`config.mk`:
```
export PLATFORM = sky130hd
export DESIGN_NAME = char_lcd_nibble_sequencer_unit_flat
export DESIGN_NICKNAME = d
export VERILOG_FILES = /design/src/design/lcdns_pkg.sv /design/src/design/lcdns_if.sv /design/src/design/lcdns_front.sv /design/src/design/lcdns_queue.sv /design/src/design/lcdns_back.sv /design/src/design/char_lcd_nibble_sequencer_unit.sv /design/src/flat_wrapper.sv
export SDC_FILE = /design/constraint.sdc
export NUM_CORES = 1
export LEC_CHECK = 0
export BUFFER_PORTS_ARGS = -buffer_cell sky130_fd_sc_hd__clkbuf_2
export CELL_PAD_IN_SITES_DETAIL_PLACEMENT = 0
export CELL_PAD_IN_SITES_GLOBAL_PLACEMENT = 1
export CORE_MARGIN = 10
export CORE_UTILIZATION = 41
export DETAILED_ROUTE_END_ITERATION = 7
export PLACE_DENSITY = 0.85
export SETUP_SLACK_MARGIN = 0.15
export SLEW_MARGIN = 5
export SYNTH_ARGS = -nofsm -noshare
export SYNTH_HDL_FRONTEND = slang
export SYNTH_SLANG_ARGS = --single-unit
```
`constraint.sdc`:
```
create_clock -name clk -period 3.62 [get_ports clk]
set_input_delay 0.362 -clock clk [delete_from_list [all_inputs] [get_ports clk]]
set_output_delay 0.362 -clock clk [all_outputs]
set_load 0.05 [all_outputs]
```
`src/design/lcdns_pkg.sv`:
```
// Package: shared types, codes and the init sequence table for the LCD nibble sequencer.
`timescale 1ns / 1ps
package lcdns_pkg;

  localparam int ADDR_W = 4;
  localparam int DATA_W = 32;

  typedef enum logic [1:0] {
    KIND_CMD    = 2'd0,
    KIND_DATA   = 2'd1,
    KIND_INIT   = 2'd2,
    KIND_CURSOR = 2'd3
  } kind_t;

  typedef enum logic [1:0] {
    REG_EN_HIGH  = 2'd0,
    REG_EN_LOW   = 2'd1,
    REG_POWER_UP = 2'd2
  } reg_idx_t;

  localparam logic [7:0] RST_EN_HIGH  = 8'd2;
  localparam logic [7:0] RST_EN_LOW   = 8'd2;
  localparam logic [7:0] RST_POWER_UP = 8'd40;

  localparam logic [7:0] ROW0_BASE = 8'h80;
  localparam logic [7:0] ROW1_BASE = 8'hC0;

  localparam logic [4:0] BYTE_LAST_STEP = 5'd3;
  localparam logic [4:0] INIT_LAST_STEP = 5'd28;

  // Work item handed from the front to the back
  typedef struct packed {
    logic       is_init;
    logic       rs;
    logic [7:0] data;
  } job_t;

  typedef struct packed {
    logic [7:0] en_high;
    logic [7:0] en_low;
    logic [7:0] power_up;
  } cfg_t;

  typedef struct packed {
    logic [3:0] nibble;
    logic [7:0] extra;
  } init_seg_t;

  // Nibble and extra enable-low wait for init steps 1..28 (step 0 is the power-up wait).
  // Odd steps are enable-high, even steps enable-low; extra only applies on even steps.
  function automatic init_seg_t init_seg(logic [4:0] step);
    init_seg_t s;
    s = '{nibble: 4'h0, extra: 8'd0};
    case (step) inside
      5'd1, 5'd2, 5'd3, 5'd4: s = '{nibble: 4'h3, extra: 8'd5};
      5'd5, 5'd6:             s = '{nibble: 4'h3, extra: 8'd1};
      5'd7, 5'd8:             s = '{nibble: 4'h2, extra: 8'd0};
      5'd9, 5'd10:            s = '{nibble: 4'h2, extra: 8'd0};
      5'd11, 5'd12:           s = '{nibble: 4'h8, extra: 8'd0};
      5'd13, 5'd14:           s = '{nibble: 4'h0, extra: 8'd0};
      5'd15, 5'd16:           s = '{nibble: 4'h8, extra: 8'd0};
      5'd17, 5'd18:           s = '{nibble: 4'h0, extra: 8'd0};
      5'd19, 5'd20:           s = '{nibble: 4'h1, extra: 8'd2};
      5'd21, 5'd22:           s = '{nibble: 4'h0, extra: 8'd0};
      5'd23, 5'd24:           s = '{nibble: 4'h6, extra: 8'd0};
      5'd25, 5'd26:           s = '{nibble: 4'h0, extra: 8'd0};
      5'd27, 5'd28:           s = '{nibble: 4'hC, extra: 8'd0};
      default:                s = '{nibble: 4'h0, extra: 8'd0};
    endcase
    return s;
  endfunction

endpackage

```
`src/design/lcdns_if.sv`:
```
// Interfaces: request channel and pin-segment channel.
`timescale 1ns / 1ps
interface lcdns_in_if;
  logic       valid;
  logic       ready;
  logic [1:0] kind;
  logic [7:0] byte_value;
  logic       row;
  logic [5:0] col;

  modport source (output valid, kind, byte_value, row, col, input ready);
  modport sink   (input valid, kind, byte_value, row, col, output ready);
endinterface

interface lcdns_out_if;
  logic       valid;
  logic       ready;
  logic       rs;
  logic       en;
  logic [3:0] nibble;
  logic [7:0] hold_ms;
  logic       last;

  modport source (output valid, rs, en, nibble, hold_ms, last, input ready);
  modport sink   (input valid, rs, en, nibble, hold_ms, last, output ready);
endinterface

```
`src/design/lcdns_front.sv`:
```
// Front end: accept requests and classify them into byte or init jobs.
`timescale 1ns / 1ps
module lcdns_front import lcdns_pkg::*; (
  lcdns_in_if.sink in_ch,
  input  logic     q_full,
  output logic     push,
  output job_t     push_job
);

  kind_t      kind;
  logic [7:0] cursor_addr;

  assign kind        = kind_t'(in_ch.kind);
  assign cursor_addr = (in_ch.row ? ROW1_BASE : ROW0_BASE) + {2'b00, in_ch.col};

  assign in_ch.ready = !q_full;
  assign push        = in_ch.valid && !q_full;

  always_comb begin
    push_job = '{is_init: 1'b0, rs: 1'b0, data: in_ch.byte_value};
    case (kind)
      KIND_CMD:    push_job = '{is_init: 1'b0, rs: 1'b0, data: in_ch.byte_value};
      KIND_DATA:   push_job = '{is_init: 1'b0, rs: 1'b1, data: in_ch.byte_value};
      KIND_INIT:   push_job = '{is_init: 1'b1, rs: 1'b0, data: 8'h00};
      KIND_CURSOR: push_job = '{is_init: 1'b0, rs: 1'b0, data: cursor_addr};
      default:     push_job = '{is_init: 1'b0, rs: 1'b0, data: in_ch.byte_value};
    endcase
  end

endmodule

```
`src/design/lcdns_queue.sv`:
```
// Job queue: small FIFO between the front end and the sequencer.
`timescale 1ns / 1ps
module lcdns_queue import lcdns_pkg::*; #(
  parameter int DEPTH = 2
) (
  input  logic clk,
  input  logic rst_n,
  input  logic push,
  input  job_t push_job,
  input  logic pop,
  output logic q_valid,
  output logic q_full,
  output job_t q_job
);

  localparam int PTR_W = $clog2(DEPTH);
  localparam int CNT_W = $clog2(DEPTH + 1);
  localparam logic [PTR_W-1:0] LAST_PTR = PTR_W'(DEPTH - 1);
  localparam logic [CNT_W-1:0] FULL_CNT = CNT_W'(DEPTH);

  job_t             mem_r [DEPTH];
  logic [PTR_W-1:0] wr_ptr_r, wr_ptr_nxt;
  logic [PTR_W-1:0] rd_ptr_r, rd_ptr_nxt;
  logic [CNT_W-1:0] count_r, count_nxt;
  logic             do_push, do_pop;

  assign q_valid = (count_r != '0);
  assign q_full  = (count_r == FULL_CNT);
  assign q_job   = mem_r[rd_ptr_r];
  assign do_push = push && !q_full;
  assign do_pop  = pop && q_valid;

  always_comb begin
    wr_ptr_nxt = wr_ptr_r;
    rd_ptr_nxt = rd_ptr_r;
    count_nxt  = count_r;
    if (do_push) begin
      wr_ptr_nxt = (wr_ptr_r == LAST_PTR) ? '0 : wr_ptr_r + 1'b1;
    end
    if (do_pop) begin
      rd_ptr_nxt = (rd_ptr_r == LAST_PTR) ? '0 : rd_ptr_r + 1'b1;
    end
    if (do_push && !do_pop) begin
      count_nxt = count_r + 1'b1;
    end else if (do_pop && !do_push) begin
      count_nxt = count_r - 1'b1;
    end
  end

  always_ff @(posedge clk) begin
    if (!rst_n) begin
      wr_ptr_r <= '0;
      rd_ptr_r <= '0;
      count_r  <= '0;
    end else begin
      wr_ptr_r <= wr_ptr_nxt;
      rd_ptr_r <= rd_ptr_nxt;
      count_r  <= count_nxt;
    end
  end

  always_ff @(posedge clk) begin
    if (do_push) begin
      mem_r[wr_ptr_r] <= push_job;
    end
  end

endmodule

```
`src/design/lcdns_back.sv`:
```
// Back end: step through the pin segments of one job and register each result.
`timescale 1ns / 1ps
module lcdns_back import lcdns_pkg::*; (
  input  logic  clk,
  input  logic  rst_n,
  input  cfg_t  cfg,
  input  logic  q_valid,
  input  job_t  q_job,
  output logic  pop,
  lcdns_out_if.source out_ch
);

  logic       busy_r, busy_nxt;
  job_t       job_r;
  logic [4:0] step_r, step_nxt;
  logic       rs_level_r;
  logic [3:0] nib_level_r;
  logic       out_valid_r, out_valid_nxt;
  logic       out_rs_r, out_en_r, out_last_r;
  logic [3:0] out_nib_r;
  logic [7:0] out_hold_r;

  logic       emit;
  logic       seg_rs, seg_en, seg_last;
  logic [3:0] seg_nib;
  logic [7:0] seg_hold;
  logic [7:0] low_extra;
  logic [8:0] low_sum;
  init_seg_t  iseg;

  assign emit = busy_r && (!out_valid_r || out_ch.ready);
  assign pop  = q_valid && (!busy_r || (emit && seg_last));
  assign iseg = init_seg(step_r);

  // Saturating enable-low hold
  assign low_extra = job_r.is_init ? iseg.extra : 8'd0;
  assign low_sum   = {1'b0, cfg.en_low} + {1'b0, low_extra};

  always_comb begin
    if (job_r.is_init) begin
      seg_last = (step_r == INIT_LAST_STEP);
      if (step_r == '0) begin
        seg_rs   = rs_level_r;
        seg_en   = 1'b0;
        seg_nib  = nib_level_r;
        seg_hold = cfg.power_up;
      end else begin
        seg_rs   = 1'b0;
        seg_en   = step_r[0];
        seg_nib  = iseg.nibble;
        seg_hold = seg_en ? cfg.en_high : (low_sum[8] ? 8'hFF : low_sum[7:0]);
      end
    end else begin
      seg_last = (step_r == BYTE_LAST_STEP);
      seg_rs   = job_r.rs;
      seg_en   = !step_r[0];
      seg_nib  = step_r[1] ? job_r.data[3:0] : job_r.data[7:4];
      seg_hold = seg_en ? cfg.en_high : cfg.en_low;
    end
  end

  always_comb begin
    busy_nxt = busy_r;
    step_nxt = step_r;
    if (emit) begin
      step_nxt = seg_last ? '0 : step_r + 1'b1;
      if (seg_last) begin
        busy_nxt = 1'b0;
      end
    end
    if (pop) begin
      busy_nxt = 1'b1;
      step_nxt = '0;
    end
    out_valid_nxt = out_valid_r;
    if (emit) begin
      out_valid_nxt = 1'b1;
    end else if (out_ch.ready) begin
      out_valid_nxt = 1'b0;
    end
  end

  always_ff @(posedge clk) begin
    if (!rst_n) begin
      busy_r      <= 1'b0;
      step_r      <= '0;
      out_valid_r <= 1'b0;
      rs_level_r  <= 1'b0;
      nib_level_r <= 4'h0;
    end else begin
      busy_r      <= busy_nxt;
      step_r      <= step_nxt;
      out_valid_r <= out_valid_nxt;
      if (emit) begin
        rs_level_r  <= seg_rs;
        nib_level_r <= seg_nib;
      end
    end
  end

  always_ff @(posedge clk) begin
    if (pop) begin
      job_r <= q_job;
    end
    if (emit) begin
      out_rs_r   <= seg_rs;
      out_en_r   <= seg_en;
      out_nib_r  <= seg_nib;
      out_hold_r <= seg_hold;
      out_last_r <= seg_last;
    end
  end

  assign out_ch.valid   = out_valid_r;
  assign out_ch.rs      = out_rs_r;
  assign out_ch.en      = out_en_r;
  assign out_ch.nibble  = out_nib_r;
  assign out_ch.hold_ms = out_hold_r;
  assign out_ch.last    = out_last_r;

`ifndef NO_ASSERTIONS
  // Step counter stays inside the job's segment range
  a_step_range: assert property (@(posedge clk) disable iff (!rst_n)
    busy_r |-> (job_r.is_init ? (step_r <= INIT_LAST_STEP) : (step_r <= BYTE_LAST_STEP)))
    else $error("lcdns_back: step out of range");

  // Sequencer goes idle after the last segment when no job is waiting
  a_idle_after_last: assert property (@(posedge clk) disable iff (!rst_n)
    emit && seg_last && !q_valid |=> !busy_r)
    else $error("lcdns_back: still busy after last segment");

  // A byte job leaves the register-select level it asked for
  a_rs_level: assert property (@(posedge clk) disable iff (!rst_n)
    emit && seg_last && !job_r.is_init |=> rs_level_r == $past(job_r.rs))
    else $error("lcdns_back: rs level mismatch after byte");
`endif

endmodule

```
`src/design/char_lcd_nibble_sequencer_unit.sv`:
```
// Top level: character LCD 4-bit bus sequencer with register port.
`timescale 1ns / 1ps
// The job queue and the back-end job register lie between a request's transfer and out_ch.
// Throughput: one segment per cycle while out_ch is ready; command, data and cursor
//   requests give 4 segments and init gives 29, set by the back-end segment counter.
// A two-entry job queue lets new requests transfer while a request is being sequenced.
// Reset (synchronous, rst_n low): registers return to 2/2/40 ms, pin levels to 0,
//   the queue empties and no segment is pending.
module char_lcd_nibble_sequencer_unit import lcdns_pkg::*; #(
  parameter int QUEUE_DEPTH = 2
) (
  input  logic              clk,
  input  logic              rst_n,
  lcdns_in_if.sink          in_ch,
  lcdns_out_if.source       out_ch,
  input  logic              psel,
  input  logic              penable,
  input  logic              pwrite,
  input  logic [ADDR_W-1:0] paddr,
  input  logic [DATA_W-1:0] pwdata,
  output logic [DATA_W-1:0] prdata,
  output logic              pready
);

  cfg_t     cfg_r;
  reg_idx_t reg_idx;
  logic     cfg_wr;

  logic q_full, q_valid, push, pop;
  job_t push_job, q_job;

  // Register port: zero wait states, write on the access phase
  assign pready  = 1'b1;
  assign reg_idx = reg_idx_t'(paddr[3:2]);
  assign cfg_wr  = psel && penable && pwrite;

  always_ff @(posedge clk) begin
    if (!rst_n) begin
      cfg_r <= '{en_high: RST_EN_HIGH, en_low: RST_EN_LOW, power_up: RST_POWER_UP};
    end else if (cfg_wr) begin
      case (reg_idx)
        REG_EN_HIGH:  cfg_r.en_high  <= pwdata[7:0];
        REG_EN_LOW:   cfg_r.en_low   <= pwdata[7:0];
        REG_POWER_UP: cfg_r.power_up <= pwdata[7:0];
        default:      cfg_r <= cfg_r; // unmapped slot: drop the write
      endcase
    end
  end

  always_comb begin
    case (reg_idx)
      REG_EN_HIGH:  prdata = {24'd0, cfg_r.en_high};
      REG_EN_LOW:   prdata = {24'd0, cfg_r.en_low};
      REG_POWER_UP: prdata = {24'd0, cfg_r.power_up};
      default:      prdata = '0;
    endcase
  end

  // Front: classify the request and build the byte to send
  lcdns_front u_front (
    .in_ch    (in_ch),
    .q_full   (q_full),
    .push     (push),
    .push_job (push_job)
  );

  // Decouple request intake from the slow segment sequencing
  lcdns_queue #(
    .DEPTH (QUEUE_DEPTH)
  ) u_queue (
    .clk      (clk),
    .rst_n    (rst_n),
    .push     (push),
    .push_job (push_job),
    .pop      (pop),
    .q_valid  (q_valid),
    .q_full   (q_full),
    .q_job    (q_job)
  );

  // Back: hold the pin levels and emit one segment per transfer
  lcdns_back u_back (
    .clk     (clk),
    .rst_n   (rst_n),
    .cfg     (cfg_r),
    .q_valid (q_valid),
    .q_job   (q_job),
    .pop     (pop),
    .out_ch  (out_ch)
  );

endmodule

```
`src/flat_wrapper.sv`:
```
// flat-port wrapper written by rule: the top's interface ports become plain ports
module char_lcd_nibble_sequencer_unit_flat import lcdns_pkg::*;
#(
  parameter int QUEUE_DEPTH = 2
)
  (clk, rst_n, psel, penable, pwrite, paddr, pwdata, prdata, pready, in_ch_valid, in_ch_kind, in_ch_byte_value, in_ch_row, in_ch_col, in_ch_ready, out_ch_valid, out_ch_rs, out_ch_en, out_ch_nibble, out_ch_hold_ms, out_ch_last, out_ch_ready);
  lcdns_in_if in_ch_i ();
  lcdns_out_if out_ch_i ();
  input  logic clk;
  input  logic rst_n;
  input  logic psel;
  input  logic penable;
  input  logic pwrite;
  input  logic [ADDR_W-1:0] paddr;
  input  logic [DATA_W-1:0] pwdata;
  output logic [DATA_W-1:0] prdata;
  output logic pready;
  input wire logic [$bits(in_ch_i.valid)-1:0] in_ch_valid;
  input wire logic [$bits(in_ch_i.kind)-1:0] in_ch_kind;
  input wire logic [$bits(in_ch_i.byte_value)-1:0] in_ch_byte_value;
  input wire logic [$bits(in_ch_i.row)-1:0] in_ch_row;
  input wire logic [$bits(in_ch_i.col)-1:0] in_ch_col;
  output wire logic [$bits(in_ch_i.ready)-1:0] in_ch_ready;
  output wire logic [$bits(out_ch_i.valid)-1:0] out_ch_valid;
  output wire logic [$bits(out_ch_i.rs)-1:0] out_ch_rs;
  output wire logic [$bits(out_ch_i.en)-1:0] out_ch_en;
  output wire logic [$bits(out_ch_i.nibble)-1:0] out_ch_nibble;
  output wire logic [$bits(out_ch_i.hold_ms)-1:0] out_ch_hold_ms;
  output wire logic [$bits(out_ch_i.last)-1:0] out_ch_last;
  input wire logic [$bits(out_ch_i.ready)-1:0] out_ch_ready;
  assign in_ch_i.valid = in_ch_valid;
  assign in_ch_i.kind = in_ch_kind;
  assign in_ch_i.byte_value = in_ch_byte_value;
  assign in_ch_i.row = in_ch_row;
  assign in_ch_i.col = in_ch_col;
  assign in_ch_ready = in_ch_i.ready;
  assign out_ch_valid = out_ch_i.valid;
  assign out_ch_rs = out_ch_i.rs;
  assign out_ch_en = out_ch_i.en;
  assign out_ch_nibble = out_ch_i.nibble;
  assign out_ch_hold_ms = out_ch_i.hold_ms;
  assign out_ch_last = out_ch_i.last;
  assign out_ch_i.ready = out_ch_ready;
  char_lcd_nibble_sequencer_unit #(.QUEUE_DEPTH(QUEUE_DEPTH)) u_core (.clk(clk), .rst_n(rst_n), .in_ch(in_ch_i), .out_ch(out_ch_i), .psel(psel), .penable(penable), .pwrite(pwrite), .paddr(paddr), .pwdata(pwdata), .prdata(prdata), .pready(pready));
endmodule
```
==> impl_metrics.ini, run 1 <==
[outcome]
run_status = completed

[cts]
htreeDepth = 3
tritoncts = yes
number_of_buffers_added_by_the_clock_tree_synthesis_step = 9
cts_max_path_buffers = 2
clk_pin_slew_worst_paths_ns = 0.09
clk_latency_ns = 0.36
clock-sinks = 85
clock-root-buffer = clkbuf_8

[timing]
fin_worst_skew_ns = 0.00900
fin_crit_sh_pct = 88.6
hold_slack_final_ns = 0.265
final_hold_violations = 0
fin_setup_tns_ns = 0
slew-limit-headroom_pct = 32.1
post-route-worst-setup-slack_ns = 0.411
worst_slew_pin_slew_ns = 1.02
finalCriticalPeriod_ns = 3.21
final-max-slew-violation-count = 0
max_clock_freq_ghz = 0.312
setup_repair_after_global_routing_missed_its_margin = no
report.final.setup_viol = 0

[floorplanning]
floorplan.initialDensity_pct = 41.5
dieArea_um2 = 15500
floorplan.rows = 38
floorplan.io_pins = 110
die_width_um = 124
core_area_um2 = 10700
die_height_um = 124

[global_routing]
track_usage_pct = 13.2
first_global_vias = 3388
largest_net_degree_at_the_start_of_global_routing = 31
global_route_wire_length_before_repair_um = 17100
antenna_violations_before_repair = 0
overflow = 0

[routing]
detailroute.wirelength.met3_um = 493
met2_wl_post_dr_um = 5180
vias = 3334
wl_met1_um = 4660
first_pass_iters = 4
detail_route.vias_per_cell = 5.19
detail-route-antenna-nets = 0
routed_wirelength_um = 10500
drc_viols = 0
drtIter0Drc = 222
highest_layer = met4
average_wire_per_standard_cell_um = 16.3

[setup_path]
critical_path.slowest_cell = fa_1
critical_path_class = flip-flop to flip-flop
timing.critical_path.from = u_core.u_back.step_r[0]
r2r_cells = 11
timing.critical_path.to_type = flip-flop
timing.critical_path.max_delay_family = compound AO/OA/AOI/OAI gates
required_ns = 3.80
worstPathBufferInverterCount = 1
ordered_cell_list_for_the_critical_path = clkinv_1 -> ha_1 -> or3_1 -> o21ai_1 -> nand3_1 -> fa_1 -> nor2b_1 -> nor2_1 -> o21ai_2 -> o221ai_1 -> o211ai_1
crit_path_max_fanout = 7
timing.critical_path.arrival_ns = 3.39
worst_r2r_startpoint = u_core.u_back.step_r[0]
worst_r2r_endpoint = u_core.u_back.out_ch.hold_ms[5]
rrSetupSlack_ns = 0.41
setup.worst_path.start_class = flip-flop
timing.critical_path.slowest_cell_delay_ns = 0.49

[power]
power.density_nw_per_um2 = 635
leakage_nw = 1.93
ir_drop_mv = 0.326

[placement]
worst_case_setup_slack_after_placement_ns = 0.331
dp_cells = 627
dpl.hpwl_um = 7490
gp_congestion = 0.871
place.port_buffers = 58

[synth]
synth_area_per_cell_um2 = 9.91
cell_types_occupying_the_most_area_after_synthesis = edfxtp_1 30%, dfxtp_1 18%, mux2i_1 7.2%
synth.most_common_cell = nand2_1
synth.ff_latch_count = 85
syn-instance-count = 450
post_synth_instance_area_um2 = 4460
async_reset_ff_share_pct = 0
synth-warning-count = 0
synthDistinctLibCells = 56
sequential_fraction_of_the_synthesis_area_pct = 48.2
synth_top_cell_area_share_pct = 30.3
synth_edf_count = 45
yosys_most_used_dff = edfxtp_1
synth.largest_area_cell = edfxtp_1
synthTopCellsByCount = 50 x nand2_1, 45 x edfxtp_1, 40 x dfxtp_1

[final_layout]
n_antenna_cell = 0
nets = 567
post_route_cells_drive_above_1_share_pct = 20.9
final_core_utilization_pct = 46.2
final.fill_count = 1081
final-instance-count-excl-fill = 643
area_growth_syn_to_layout_pct = 11.3

[min_path]
hold-path-endpoint = u_core.cfg_r[11]
timing.hold.worst.start = pwdata[3]
worst_hold_path_depth = 3
worst_hold_path_type = input pin to flip-flop

[job]
drv_cap = 0
per-layer routing:
layer  up-vias  global-route usage, %
li1       1638                      -
met1      1590                   16.4
met2        99                   21.9
met3         7                   2.81
met4         0                   4.87
met5         -                      0
placed cells by master, fill, tap and decap left out, drive strengths merged, types with 12 or more instances in the layout:
cell type,n
dfxtp,40
inv,23
nand3,18
mux2i,32
a21oi,19
nand2,50
nor2,33
edfxtp,45
clkbuf,68
mux2,12
o21ai,27
conb,25
cell type report:
cell class / instances / area (um2) / area share (%)
clock buffers: 10 / 128 / 2.57
well taps: 140 / 175 / 3.53
multi-input cells: 314 / 2010 / 40.4
inverters: 22 / 82.6 / 1.66
repair buffers: 66 / 350 / 7.06
clock inverters: 6 / 70.1 / 1.41
flip-flops and latches: 85 / 2150 / 43.3
tightest hold or removal path, stage by stage:
cell and delay [ns]:
clkbuf_2 0.11, nand3_1 0.07, a21oi_1 0.05
registers in the layout, indices dropped and copies added (netlist names), 2 cells and up:
register                      flops
u_core.u_queue.mem_r             20
u_core.u_back.job_r              10
u_core.u_back.nib_level_r         4
u_core.u_queue.count_r            2
u_core.u_back.out_ch.nibble       4
u_core.u_back.out_ch.hold_ms      8
u_core.u_back.step_r              5
u_core.cfg_r                     24
where the power goes:
part           internal [mW]  switching [mW]
combinational          0.333           0.780
sequential              1.27          0.0887
clock                  0.325           0.358
total                   1.92            1.23
how the worst max path moves through the flow:
stage / to / slack, ns / cells after the start
3_5_place_dp: u_core.u_back.out_ch.hold_ms[5] / 0.33 / 11
6_report: u_core.u_back.out_ch.hold_ms[5] / 0.41 / 11
4_1_cts: u_core.u_back.out_ch.hold_ms[5] / 0.31 / 11
2_1_floorplan: u_core.u_back.out_ch.hold_ms[7] / 0.31 / 14
5_1_grt: u_core.u_back.out_ch.hold_ms[5] / 0.15 / 11
3_3_place_gp: u_core.u_back.out_ch.hold_ms[4] / 0.40 / 11
cell families after synthesis:
group / synth area share [%]
AOI/OAI and AO/OA: 12.2
buffers and inverters: 8.78
adders and majority gates: 2.69
and+or+nand+nor: 15.7
other: 0.168
DFF: 48.2
xor gates and xnor gates: 1.96
muxes: 10.2
what timing repair did:
| action | CTS | global route |
|---|---|---|
| gates resized for setup | 0 | 1 |
| hold buffers | 0 | 0 |
| buffers inserted | 0 | 0 |
| endpoints found under the setup margin | 0 | 6 |
stage by stage:
stage	cell area [um2]	power [mW]
after global routing	4960	3.32
after CTS	4960	3.18
after detailed placement	4760	2.50
after floorplan	4550	2.24
after global placement	4760	2.46
final	4960	3.15
Power figures use the tool's default switching activity.
==> run 2: changes to the inputs <==
Settings changed: CORE_UTILIZATION 41 to 42, SYNTH_HIERARCHICAL set to 1.
==> run 2 against run 1 <==
Setup slack lost 0.044 ns. Largest power group unchanged. Sequential share of layout area shrank 1.1 points. Combinational power grew 6%. Synthesized cell count is the same. Final area grew 3.7%. First-iteration DRC count shrank 25%. Hold slack lost 0.020 ns. Cell count shrank 0.16%.
==> impl_metrics.ini, run 2 <==
[outcome]
run_status = completed

[routing]
routed_wirelength_um = 10600
first_pass_iters = 5
vias = 3437
drc_viols = 0
average_wire_per_standard_cell_um = 16.5
detail-route-antenna-nets = 0
drtIter0Drc = 167
detail_route.vias_per_cell = 5.35

[floorplanning]
die_width_um = 126
floorplan.rows = 38
die_height_um = 126
floorplan.initialDensity_pct = 43.0
dieArea_um2 = 15800
floorplan.io_pins = 110
core_area_um2 = 10900

[final_layout]
most_frequent_cells_in_the_layout = 58 x clkbuf_2, 55 x nand2_1, 45 x edfxtp_1
nets = 566
largest_register = u_core/cfg_r
post_route_cells_drive_above_1_share_pct = 21.9
largest_register_ffs = 24
layout_commonest_cell = clkbuf_2
n_antenna_cell = 0
largestRegisters = u_core/cfg_r: 24 flops, u_core/u_queue/mem_r: 20 flops, u_core/u_back/job_r: 10 flops
area_growth_syn_to_layout_pct = 9.83

[setup_path]
worstPathBufferInverterCount = 1
timing.critical_path.slowest_cell_delay_ns = 0.48
timing.critical_path.from = u_core/u_back/step_r[0]
timing.critical_path.arrival_ns = 3.42
setup.worst_path.start_class = flip-flop
timing.critical_path.max_delay_family = compound AO/OA/AOI/OAI gates
critical_path_class = flip-flop to flip-flop
crit_path_max_fanout = 6
ordered_cell_list_for_the_critical_path = inv_1 -> ha_1 -> nor2_1 -> nand3b_1 -> o21ai_0 -> nand3_1 -> fa_1 -> nand2b_1 -> a2111oi_4 -> nor3_1 -> o221ai_1
critical_path.slowest_cell = a2111oi_4
required_ns = 3.79
timing.critical_path.to_type = flip-flop
worst_r2r_startpoint = u_core/u_back/step_r[0]

[global_routing]
largest_net_degree_at_the_start_of_global_routing = 42
first_global_vias = 3485
antenna_violations_before_repair = 0
global_route_wire_length_before_repair_um = 17600
track_usage_pct = 13.2
overflow = 0

[cts]
clock-root-buffer = clkbuf_8
number_of_buffers_added_by_the_clock_tree_synthesis_step = 9
clk_pin_slew_worst_paths_ns = 0.09
cts_max_path_buffers = 2
cts_repair_resize_count = 0
postCtsHoldBufs = 0
clock-sinks = 86
htreeDepth = 3
clk_latency_ns = 0.35
tritoncts = yes
post_cts.repair.setup_buffers = 0

[job]
drv_cap = 0

[synth]
synth_edf_count = 45
synth-warning-count = 6
synthTopCellsByCount = 55 x nand2_1, 45 x edfxtp_1, 41 x dfxtp_1
cell_types_occupying_the_most_area_after_synthesis = edfxtp_1 29%, dfxtp_1 18%, mux2i_1 8.3%
synth.ff_latch_count = 86
async_reset_ff_share_pct = 0
synth_area_per_cell_um2 = 10.4
synth_top_cell_area_share_pct = 28.8
sequential_fraction_of_the_synthesis_area_pct = 46.4
synthDistinctLibCells = 72
synth.most_common_cell = nand2_1
yosys_most_used_dff = edfxtp_1
synth.largest_area_cell = edfxtp_1
syn-instance-count = 450
post_synth_instance_area_um2 = 4690

[timing]
final-max-slew-violation-count = 0
max_clock_freq_ghz = 0.307
fin_worst_skew_ns = 0.00859
slew-limit-headroom_pct = 41.0
final_hold_violations = 0
setup_repair_after_global_routing_missed_its_margin = no
report.final.setup_viol = 0
fin_crit_sh_pct = 89.9
finalCriticalPeriod_ns = 3.25
worst_slew_pin_slew_ns = 0.880
fin_setup_tns_ns = 0

[placement]
gp_congestion = 0.836
place.port_buffers = 58
dpl.hpwl_um = 7800

[power]
power.density_nw_per_um2 = 638
power.total_mw = 3.29
ir_drop_mv = 0.354
leakage_nw = 2.04

[min_path]
timing.hold.worst.start = pwdata[1]
worst_hold_path_type = input pin to flip-flop
run 2: cell types whose count changed after synthesis, moves of 6 or more:
| cell | previous run | this run |
|---|---|---|
| a21oi_1 | 18 | 11 |
| a22o_1 | 0 | 7 |
| buf_2 | 4 | 10 |
| clkbuf_1 | 19 | 9 |
| mux2i_1 | 32 | 39 |
| nand3_1 | 18 | 11 |
| nor2_1 | 33 | 17 |
run 2: tightest hold or removal path, cell delays in order:
cell and delay, ns:
clkbuf_2 0.09, nand2_1 0.05, mux2i_1 0.05
run 2: power breakdown:
group | internal [mW] | total [mW] | switching (mW) | leakage [nW]
sequential | 1.29 | 1.40 | 0.106 | 0.760
combinational | 0.359 | 1.18 | 0.821 | 1.18
clock | 0.333 | 0.706 | 0.373 | 0.104
total | 1.99 | 3.29 | 1.30 | 2.04
run 2: logic make-up (layout without fill, tap and decap cells):
kind of cell,count (synthesis),count (layout),synth area share [%]
adder cells (fa/ha/maj),9,9,2.56
flip-flops,86,86,46.4
multiplexers,50,50,11.0
AO/OA/AOI/OAI,95,95,15.2
buffers and inverters,71,100,8.84
AND/OR/NAND/NOR,131,131,14.8
other,2,25,0.160
XOR/XNOR,6,6,1.12
run 2: path summary, 6_finish.rpt:
check | depth (start not counted) | endpoint | slack [ns]
setup / recovery | 11 | u_core/u_back/out_ch.hold_ms[0] | 0.37
hold / removal | 3 | u_core/cfg_r[1] | 0.25
setup reg to reg | 11 | u_core/u_back/out_ch.hold_ms[0] | 0.37
hold reg to reg | 2 | u_core/u_back/nib_level_r[3] | 0.47
run 2: through the flow:
| stage | instance area, um2 | worst slack [ns] | hold slack, ns | cells | utilization, % |
|---|---|---|---|---|---|
| floorplan | 4770 | 0.421 | 0.435 | 473 | - |
| global placement | 4940 | 0.300 | 0.455 | 626 | 45.4 |
| detailed placement | 4940 | 0.218 | 0.463 | 626 | 45.4 |
| CTS | 5140 | 0.190 | 0.233 | 642 | 47.2 |
| global route | 5150 | 0.167 | 0.270 | 642 | 47.3 |
| finish | 5150 | 0.367 | 0.245 | 642 | 47.3 |
run 2: final cells by class:
type | instances | area [um2]
tap | 140 | 175
timing repair buffer | 63 | 328
fill | 1007 | 5740
clock inverter | 6 | 76.3
inverter | 21 | 78.8
multi-input combinational | 316 | 2190
clock buffer | 10 | 128
sequential | 86 | 2170
run 2: layer usage:
layer	GRT usage, %	up-vias	routed length (um)
li1	-	1686	-
met1	16.9	1635	4960
met2	21.2	101	5040
met3	2.85	15	425
met4	4.81	0	181
met5	0	-	0
